[src/hdl/lir_pkg.sv]
// shared constants and types for the linear interpolation resampler
package lir_pkg;

  localparam int SAMPLE_W          = 16;
  localparam int STEP_W            = 18;
  localparam int FRACTION_BITS_DEF = 15;
  localparam int MAX_RESULTS       = 64;
  localparam int CNT_W             = $clog2(MAX_RESULTS + 1);
  localparam int SAMPLE_MAX        = 32767;
  localparam int SAMPLE_MIN        = -32768;

  // configuration port
  localparam int APB_DATA_W = 32;
  localparam int PADDR_W    = 3;
  localparam int REG_IDX_W  = 1;
  localparam logic [REG_IDX_W-1:0] REG_PHASE_STEP = 1'b0;
  localparam logic [STEP_W-1:0]    PHASE_STEP_RESET = 18'd32768;

  typedef logic signed [SAMPLE_W-1:0] sample_t;
  typedef logic [STEP_W-1:0]          step_t;

  // controller to datapath
  typedef struct packed {
    logic load;    // take the input sample
    logic prime;   // first sample, store as previous
    logic mul;     // register the interpolation product
    logic emit;    // load the output register, advance phase
    logic finish;  // drop the phase by one, move current to previous
  } dp_cmd_t;

  // datapath to controller
  typedef struct packed {
    logic primed;
    logic more;      // phase below one and result budget left
    logic out_free;  // output register can take a result this cycle
  } dp_sts_t;

endpackage

[src/hdl/lir_if.sv]
// stream interfaces for the sample input and the result output
interface lir_in_if;
  logic             valid;
  logic             ready;
  lir_pkg::sample_t sample_in;

  modport source (output valid, output sample_in, input ready);
  modport sink (input valid, input sample_in, output ready);
endinterface

interface lir_out_if;
  logic             valid;
  logic             ready;
  lir_pkg::sample_t sample_out;
  logic             last_of_run;

  modport source (output valid, output sample_out, output last_of_run, input ready);
  modport sink (input valid, input sample_out, input last_of_run, output ready);
endinterface

[src/hdl/lir_ctrl.sv]
// sequencing state machine of the resampler
module lir_ctrl (
  input  logic              clk_i,
  input  logic              rst_ni,
  input  logic              in_valid_i,
  output logic              in_ready_o,
  input  lir_pkg::dp_sts_t  sts_i,
  output lir_pkg::dp_cmd_t  cmd_o
);
  import lir_pkg::*;

  typedef enum logic [2:0] {
    S_IDLE = 3'b001,
    S_CHK  = 3'b010,
    S_EMIT = 3'b100
  } state_e;

  state_e state_q, state_d;

  always_comb begin
    state_d    = state_q;
    cmd_o      = '0;
    in_ready_o = 1'b0;
    unique case (state_q)
      S_IDLE: begin
        in_ready_o = 1'b1;
        if (in_valid_i) begin
          cmd_o.load = 1'b1;
          if (!sts_i.primed) begin
            cmd_o.prime = 1'b1;
          end else begin
            state_d = S_CHK;
          end
        end
      end
      S_CHK: begin
        if (sts_i.more) begin
          cmd_o.mul = 1'b1;
          state_d   = S_EMIT;
        end else begin
          cmd_o.finish = 1'b1;
          state_d      = S_IDLE;
        end
      end
      S_EMIT: begin
        if (sts_i.out_free) begin
          cmd_o.emit = 1'b1;
          state_d    = S_CHK;
        end
      end
      default: begin
        state_d = S_IDLE;
      end
    endcase
  end

  always_ff @(posedge clk_i or negedge rst_ni) begin
    if (!rst_ni) begin
      state_q <= S_IDLE;
    end else begin
      state_q <= state_d;
    end
  end

endmodule

[src/hdl/lir_dp.sv]
// phase, sample history, interpolation arithmetic and output register
module lir_dp #(
  parameter int FracBits = lir_pkg::FRACTION_BITS_DEF
) (
  input  logic              clk_i,
  input  logic              rst_ni,
  input  lir_pkg::sample_t  sample_in_i,
  input  lir_pkg::step_t    phase_step_i,
  input  lir_pkg::dp_cmd_t  cmd_i,
  output lir_pkg::dp_sts_t  sts_o,
  input  logic              out_ready_i,
  output logic              out_valid_o,
  output lir_pkg::sample_t  sample_out_o,
  output logic              last_of_run_o
);
  import lir_pkg::*;

  localparam int PHASE_W = ((FracBits > STEP_W) ? FracBits : STEP_W) + 1;
  localparam int DIFF_W  = SAMPLE_W + 1;
  localparam int PROD_W  = DIFF_W + FracBits + 1;
  localparam int SUM_W   = PROD_W + 1;
  localparam logic [PHASE_W-1:0]      ONE    = PHASE_W'(1) << FracBits;
  localparam logic [CNT_W-1:0]        CNT_MAX = CNT_W'(MAX_RESULTS);
  localparam logic signed [SUM_W-1:0] HALF   = SUM_W'(1) <<< (FracBits - 1);
  localparam logic signed [SUM_W-1:0] SAT_HI = SUM_W'(SAMPLE_MAX);
  localparam logic signed [SUM_W-1:0] SAT_LO = SUM_W'(SAMPLE_MIN);

  sample_t                    prev_q, cur_q;
  logic                       primed_q;
  logic [PHASE_W-1:0]         phase_q, phase_d;
  logic [CNT_W-1:0]           cnt_q, cnt_d;
  logic signed [PROD_W-1:0]   prod_q;
  logic                       out_valid_q;
  sample_t                    sample_out_q;
  logic                       last_q;

  logic signed [DIFF_W-1:0]   diff;
  logic signed [FracBits:0]   frac_s;
  logic signed [SUM_W-1:0]    sum_w, shifted;
  sample_t                    result;
  logic [PHASE_W-1:0]         phase_adv;
  logic [CNT_W-1:0]           cnt_inc;
  logic                       last_w;

  // prev*(1-f) + cur*f folded into prev + (cur-prev)*f
  assign diff   = DIFF_W'(cur_q) - DIFF_W'(prev_q);
  assign frac_s = signed'({1'b0, phase_q[FracBits-1:0]});

  always_comb begin
    sum_w   = (SUM_W'(prev_q) <<< FracBits) + SUM_W'(prod_q) + HALF;
    shifted = sum_w >>> FracBits;
    if (shifted > SAT_HI) begin
      result = sample_t'(SAT_HI[SAMPLE_W-1:0]);
    end else if (shifted < SAT_LO) begin
      result = sample_t'(SAT_LO[SAMPLE_W-1:0]);
    end else begin
      result = sample_t'(shifted[SAMPLE_W-1:0]);
    end
  end

  assign phase_adv = phase_q + PHASE_W'(phase_step_i);
  assign cnt_inc   = cnt_q + CNT_W'(1);
  assign last_w    = !((phase_adv < ONE) && (cnt_inc < CNT_MAX));

  always_comb begin
    phase_d = phase_q;
    cnt_d   = cnt_q;
    if (cmd_i.load) begin
      cnt_d = '0;
    end
    if (cmd_i.emit) begin
      phase_d = phase_adv;
      cnt_d   = cnt_inc;
    end
    if (cmd_i.finish) begin
      // phase left below one after a full run saturates to one first
      phase_d = ((phase_q < ONE) ? ONE : phase_q) - ONE;
    end
  end

  always_ff @(posedge clk_i or negedge rst_ni) begin
    if (!rst_ni) begin
      prev_q      <= '0;
      primed_q    <= 1'b0;
      phase_q     <= '0;
      cnt_q       <= '0;
      out_valid_q <= 1'b0;
    end else begin
      phase_q <= phase_d;
      cnt_q   <= cnt_d;
      if (cmd_i.prime) begin
        prev_q   <= sample_in_i;
        primed_q <= 1'b1;
      end else if (cmd_i.finish) begin
        prev_q <= cur_q;
      end
      if (cmd_i.emit) begin
        out_valid_q <= 1'b1;
      end else if (out_ready_i) begin
        out_valid_q <= 1'b0;
      end
    end
  end

  always_ff @(posedge clk_i) begin
    if (cmd_i.load) begin
      cur_q <= sample_in_i;
    end
    if (cmd_i.mul) begin
      prod_q <= PROD_W'(diff * frac_s);
    end
    if (cmd_i.emit) begin
      sample_out_q <= result;
      last_q       <= last_w;
    end
  end

  assign sts_o.primed   = primed_q;
  assign sts_o.more     = (phase_q < ONE) && (cnt_q < CNT_MAX);
  assign sts_o.out_free = !out_valid_q || out_ready_i;

  assign out_valid_o   = out_valid_q;
  assign sample_out_o  = sample_out_q;
  assign last_of_run_o = last_q;

endmodule

[src/hdl/linear_interp_resampler.sv]
// linear interpolation sample rate converter, top level
//
//   channel  dir  handshake                  payload
//   in_i     in   valid / ready              sample_in (s16)
//   out_o    out  valid / ready              sample_out (s16), last_of_run
//   apb      in   psel, penable, pwrite      phase_step at byte address 0
//
// a priming sample is only stored as the previous sample; any other sample gives n
// results, each of which passes through the multiply stage and then the output
// register stage in turn under the state machine.
// a new sample is taken while the last result still waits in the output register.
// reset clears phase, previous sample, primed flag and restores phase_step.
// a stalled output holds the state machine before the next result is loaded.
module linear_interp_resampler #(
  parameter int FRACTION_BITS = lir_pkg::FRACTION_BITS_DEF
) (
  input  logic                             clk_i,
  input  logic                             rst_ni,
  lir_in_if.sink                           in_i,
  lir_out_if.source                        out_o,
  input  logic                             psel,
  input  logic                             penable,
  input  logic                             pwrite,
  input  logic [lir_pkg::PADDR_W-1:0]      paddr,
  input  logic [lir_pkg::APB_DATA_W-1:0]   pwdata,
  output logic [lir_pkg::APB_DATA_W-1:0]   prdata,
  output logic                             pready
);
  import lir_pkg::*;

  step_t   phase_step_q;
  dp_cmd_t cmd;
  dp_sts_t sts;
  logic    reg_sel;

  // register index is the word address
  assign reg_sel = (paddr[PADDR_W-1:2] == REG_PHASE_STEP);
  assign pready  = 1'b1;
  assign prdata  = reg_sel ? APB_DATA_W'(phase_step_q) : '0;

  always_ff @(posedge clk_i or negedge rst_ni) begin
    if (!rst_ni) begin
      phase_step_q <= PHASE_STEP_RESET;
    end else if (psel && penable && pwrite && reg_sel) begin
      phase_step_q <= pwdata[STEP_W-1:0];
    end
  end

  lir_ctrl u_ctrl (
    .clk_i      (clk_i),
    .rst_ni     (rst_ni),
    .in_valid_i (in_i.valid),
    .in_ready_o (in_i.ready),
    .sts_i      (sts),
    .cmd_o      (cmd)
  );

  lir_dp #(
    .FracBits (FRACTION_BITS)
  ) u_dp (
    .clk_i         (clk_i),
    .rst_ni        (rst_ni),
    .sample_in_i   (in_i.sample_in),
    .phase_step_i  (phase_step_q),
    .cmd_i         (cmd),
    .sts_o         (sts),
    .out_ready_i   (out_o.ready),
    .out_valid_o   (out_o.valid),
    .sample_out_o  (out_o.sample_out),
    .last_of_run_o (out_o.last_of_run)
  );

endmodule
[src/flat_wrapper.sv]
// flat-port wrapper written by rule: the top's interface ports become plain ports
module linear_interp_resampler_flat import lir_pkg::*;
#(
  parameter int FRACTION_BITS = lir_pkg::FRACTION_BITS_DEF
)
  (clk_i, rst_ni, psel, penable, pwrite, paddr, pwdata, prdata, pready, in_i_valid, in_i_sample_in, in_i_ready, out_o_valid, out_o_sample_out, out_o_last_of_run, out_o_ready);
  lir_in_if in_i_i ();
  lir_out_if out_o_i ();
  input  logic clk_i;
  input  logic rst_ni;
  input  logic psel;
  input  logic penable;
  input  logic pwrite;
  input  logic [lir_pkg::PADDR_W-1:0] paddr;
  input  logic [lir_pkg::APB_DATA_W-1:0] pwdata;
  output logic [lir_pkg::APB_DATA_W-1:0] prdata;
  output logic pready;
  input wire logic [$bits(in_i_i.valid)-1:0] in_i_valid;
  input wire logic [$bits(in_i_i.sample_in)-1:0] in_i_sample_in;
  output wire logic [$bits(in_i_i.ready)-1:0] in_i_ready;
  output wire logic [$bits(out_o_i.valid)-1:0] out_o_valid;
  output wire logic [$bits(out_o_i.sample_out)-1:0] out_o_sample_out;
  output wire logic [$bits(out_o_i.last_of_run)-1:0] out_o_last_of_run;
  input wire logic [$bits(out_o_i.ready)-1:0] out_o_ready;
  assign in_i_i.valid = in_i_valid;
  assign in_i_i.sample_in = in_i_sample_in;
  assign in_i_ready = in_i_i.ready;
  assign out_o_valid = out_o_i.valid;
  assign out_o_sample_out = out_o_i.sample_out;
  assign out_o_last_of_run = out_o_i.last_of_run;
  assign out_o_i.ready = out_o_ready;
  linear_interp_resampler #(.FRACTION_BITS(FRACTION_BITS)) u_core (.clk_i(clk_i), .rst_ni(rst_ni), .in_i(in_i_i), .out_o(out_o_i), .psel(psel), .penable(penable), .pwrite(pwrite), .paddr(paddr), .pwdata(pwdata), .prdata(prdata), .pready(pready));
endmodule
[config.mk]
export PLATFORM = sky130hd
export DESIGN_NAME = linear_interp_resampler_flat
export DESIGN_NICKNAME = d
export VERILOG_FILES = /design/src/hdl/lir_pkg.sv /design/src/hdl/lir_if.sv /design/src/hdl/lir_ctrl.sv /design/src/hdl/lir_dp.sv /design/src/hdl/linear_interp_resampler.sv /design/src/flat_wrapper.sv
export SDC_FILE = /design/constraint.sdc
export NUM_CORES = 1
export LEC_CHECK = 0
export BUFFER_PORTS_ARGS = -buffer_cell sky130_fd_sc_hd__buf_2
export CAP_MARGIN = 20
export CORE_MARGIN = 5
export CORE_UTILIZATION = 40
export DETAILED_ROUTE_END_ITERATION = 6
export RECOVER_POWER = 25
export SYNTH_ARGS = -nofsm -noshare
export SYNTH_HDL_FRONTEND = slang
export SYNTH_HIERARCHICAL = 1
export SYNTH_SLANG_ARGS = --single-unit
[constraint.sdc]
create_clock -name clk_i -period 13.85 [get_ports clk_i]
set_clock_uncertainty 0.15 [all_clocks]
set_input_delay 2.77 -clock clk_i [delete_from_list [all_inputs] [get_ports clk_i]]
set_output_delay 2.77 -clock clk_i [all_outputs]
set_load 0.1 [all_outputs]
==> flow_metrics.env <==
export IMPL_status="finished, violations left"
export IMPL_violations="max-capacitance violations, max-slew violations"
export IMPL_clock_latency_ns=0.42
export IMPL_vias=12300
export IMPL_fillers=4105
export IMPL_finalHoldViolCount=0
export IMPL_drt_total_wl_microns=40500
export IMPL_fin_nets=2291
export IMPL_die_h_microns=216
export IMPL_critPathSlowestCell="o31ai_1"
export IMPL_required_ns=13.89
export IMPL_r2r_end="u_core/u_dp/prod_q[32]$_DFFE_PP_"
export IMPL_antenna_cells=0
export IMPL_yosysUniqueCellTypes=77
export IMPL_criticalPathCategory="reg2reg"
export IMPL_wl_per_cell_microns=16.9
export IMPL_track_usage_pct=17.9
export IMPL_synth_ff_type="dfrtp_1"
export IMPL_crit_arrival_ns=9.62
export IMPL_synth_area_leaders="fa_1 30%, ha_1 10%, dfrtp_1 9.3%"
export IMPL_synth_seq_cells=117
export IMPL_setup_violations_final=0
export IMPL_cts_setup_buffers=0
export IMPL_reg2reg_depth=29
export IMPL_clk_pin_slew_ns=0.05
export IMPL_period_share_pct=69.2
export IMPL_synth_warnings=6
export IMPL_grt_pass1_wl_microns=67900
export IMPL_p_leak_uw=0.00894
export IMPL_die_area_sq_um=46800
export IMPL_portBuffers=78
export IMPL_gp_congestion=0.856
export IMPL_critPathMaxStageDelay_ns=0.68
export IMPL_dr_first_iter_drc_count=599
export IMPL_fmax_mhz=104
export IMPL_min_from="u_core/u_dp/cnt_q[5]$_DFFE_PN0P_"
export IMPL_ir_worst_vdd_mv=0.122
export IMPL_drc=0
export IMPL_tns_ns=0
export IMPL_critical_path_top_delay_family="adder cells"
export IMPL_dr_pass1_iters=5
export IMPL_synth_area_sq_um=17000
export IMPL_cts_sinks=117
export IMPL_vias_per_cell=5.15
export IMPL_min_to="u_core/u_dp/cnt_q[5]$_DFFE_PN0P_"
export IMPL_rows=75
export IMPL_yosysTopAreaCell="fa_1"
export IMPL_rsz0062_at_grt="false"
export IMPL_holdPathStages=1
export IMPL_drive_gt1_share_pct=9.00
export IMPL_yosys_cell_count_top_type="inv_1"
export IMPL_cts_tree="built"
export IMPL_synth_top_area_share_pct=29.9
export IMPL_drv_cap=1
export IMPL_final_max_slew_viol_count=66
export IMPL_syn_mean_instance_area_sq_um=9.49
export IMPL_grt_ovfl_total=0
export IMPL_fin_crit_ns=9.58
export IMPL_worst_r2r_startpoint="u_core/u_dp/prev_q[0]$_DFFE_PN0P_"
export IMPL_start_util_pct=40.5
export IMPL_synth_seq_area_share_pct=18.7
export IMPL_crit_top_cell="fa_1"
export IMPL_cts_hold_buf=0
export IMPL_synth_edf_count=52
export IMPL_critPathMaxFanout=23
export IMPL_cts_buffers=17
export IMPL_ant_nets=0
export IMPL_ctsResizeCount=0
export IMPL_synth_top_cells_by_count="337 x inv_1, 254 x fa_1, 164 x nand2_1, 137 x ha_1, 85 x and2_1"
export IMPL_ctsRootBufferMaster="clkbuf_16"
export IMPL_die_w_microns=216
export IMPL_tightest_slew_ns=3.67
export IMPL_clk_path_buf_depth=2
export IMPL_path_buf_inv=4
export IMPL_core_sq_um=42000
export IMPL_synthArstFlopShare_pct=55.6
export IMPL_setup_worst_path_end_class="flip-flop"
export IMPL_rrSetupSlack_ns=4.27
export IMPL_grt_pass1_vias=13200
export IMPL_p_per_area_nw_per_um2=183
export IMPL_hold_class="reg2reg"
export IMPL_antenna_found_initial=0
export IMPL_hpwl_microns=31700
export IMPL_pin_count=110
export IMPL_synth_cells=1794
export IMPL_h_tree_depth=4
export IMPL_slew_headroom_pct=-145
export IMPL_start_kind="flip-flop"
export IMPL_syn_to_final_growth_pct=8.64
export IMPL_total_power_uw=3380
export IMPL_grt_max_degree=66
==> per-layer routing <==
layer	global-route usage (%)	share of wire, %	wire length, microns
met5	0	0	0
met4	5.64	2.3	930
met1	23.3	44	17900
met3	2.30	3.7	1500
met2	31.2	50	20200
==> final cells by class <==
type,instances,area (sq um),area share [%]
tap,539,674,3.65
clock inverter,10,56.3,0.304
clock buffer,22,474,2.56
timing repair buffer,105,587,3.17
sequential,117,3190,17.3
multi-input combinational,1264,12200,66.2
inverter,337,1260,6.84
==> report_power, final <==
part / internal [uW] / total (uW) / leakage (uW) / switching, uW
Clock: 240 / 394 / 0.000266 / 154
Sequential: 481 / 577 / 0.00130 / 96.1
Combinational: 866 / 2410 / 0.00737 / 1540
Total: 1590 / 3380 / 0.00894 / 1790
==> registers in the layout, summed over array words and instances (netlist names) <==
register,count
u_core/u_dp/prev_q,16
u_core/u_dp/last_of_run_o,1
u_core/u_dp/primed_q,1
u_core/u_dp/cnt_q,7
u_core/u_dp/prod_q,19
u_core/u_dp/out_valid_o,1
u_core/u_dp/phase_q,19
u_core/u_dp/sample_out_o,16
u_core/phase_step_q,18
u_core/u_dp/cur_q,16
u_core/u_ctrl/state_q,3
==> kinds of logic after synthesis <==
family                     count (synthesis)  share of synthesized area (%)
AOI/OAI and AO/OA                        280                           10.7
xor gates and xnor gates                  81                           4.17
adders and majority gates                391                           39.9
buffers and inverters                    426                           9.86
DFF                                      117                           18.7
muxes                                     37                           2.54
other                                      2                         0.0441
and+or+nand+nor                          460                           14.0
==> cells in the final DEF, fill, tap and decap left out, drive strengths merged, types with 9 or more instances in the layout <==
cell	netlist	layout
inv	337	338
fa	254	254
nand2	164	164
ha	137	137
buf	23	91
and2	85	85
o21ai	85	85
dfrtp	63	63
a21oi	56	56
xnor2	55	55
edfxtp	52	52
nor2b	45	45
nor2	41	41
nand3	36	36
clkbuf	66	36
xor2	26	26
o21a	24	24
a21o	21	21
mux2	19	19
mux2i	18	18
nor3	16	16
conb	2	15
nand2b	15	15
a22o	15	15
and3	14	14
o211ai	11	11
a211oi	10	10
a31oi	9	9
==> worst max-delay path by stage <==
stage                                      start                               end  cells past startpoint
6_report       u_core/u_dp/prev_q[0]$_DFFE_PN0P_  u_core/u_dp/prod_q[32]$_DFFE_PP_                     29
5_1_grt        u_core/u_dp/prev_q[0]$_DFFE_PN0P_  u_core/u_dp/prod_q[32]$_DFFE_PP_                     29
4_1_cts        u_core/u_dp/prev_q[0]$_DFFE_PN0P_  u_core/u_dp/prod_q[32]$_DFFE_PP_                     29
3_5_place_dp   u_core/u_dp/prev_q[0]$_DFFE_PN0P_  u_core/u_dp/prod_q[32]$_DFFE_PP_                     29
3_3_place_gp   u_core/u_dp/prev_q[0]$_DFFE_PN0P_  u_core/u_dp/prod_q[32]$_DFFE_PP_                     30
2_1_floorplan  u_core/u_dp/prev_q[0]$_DFFE_PN0P_  u_core/u_dp/prod_q[32]$_DFFE_PP_                     30
==> through the flow <==
stage / setup WS, ns / util, % / std cells / cell area, sq um / hold WS, ns
2_1_floorplan: 5.62 / - / 1807 / 17100 / 0.288
3_3_place_gp: 4.40 / 42.7 / 2360 / 18000 / 0.332
3_5_place_dp: 4.29 / 42.7 / 2360 / 18000 / 0.327
4_1_cts: 4.24 / 44.0 / 2392 / 18500 / 0.333
6_report: 4.27 / 44.0 / 2394 / 18500 / 0.338
5_1_grt: 3.64 / 44.0 / 2394 / 18500 / 0.371
Note: power is estimated with default switching activity, not from simulation.
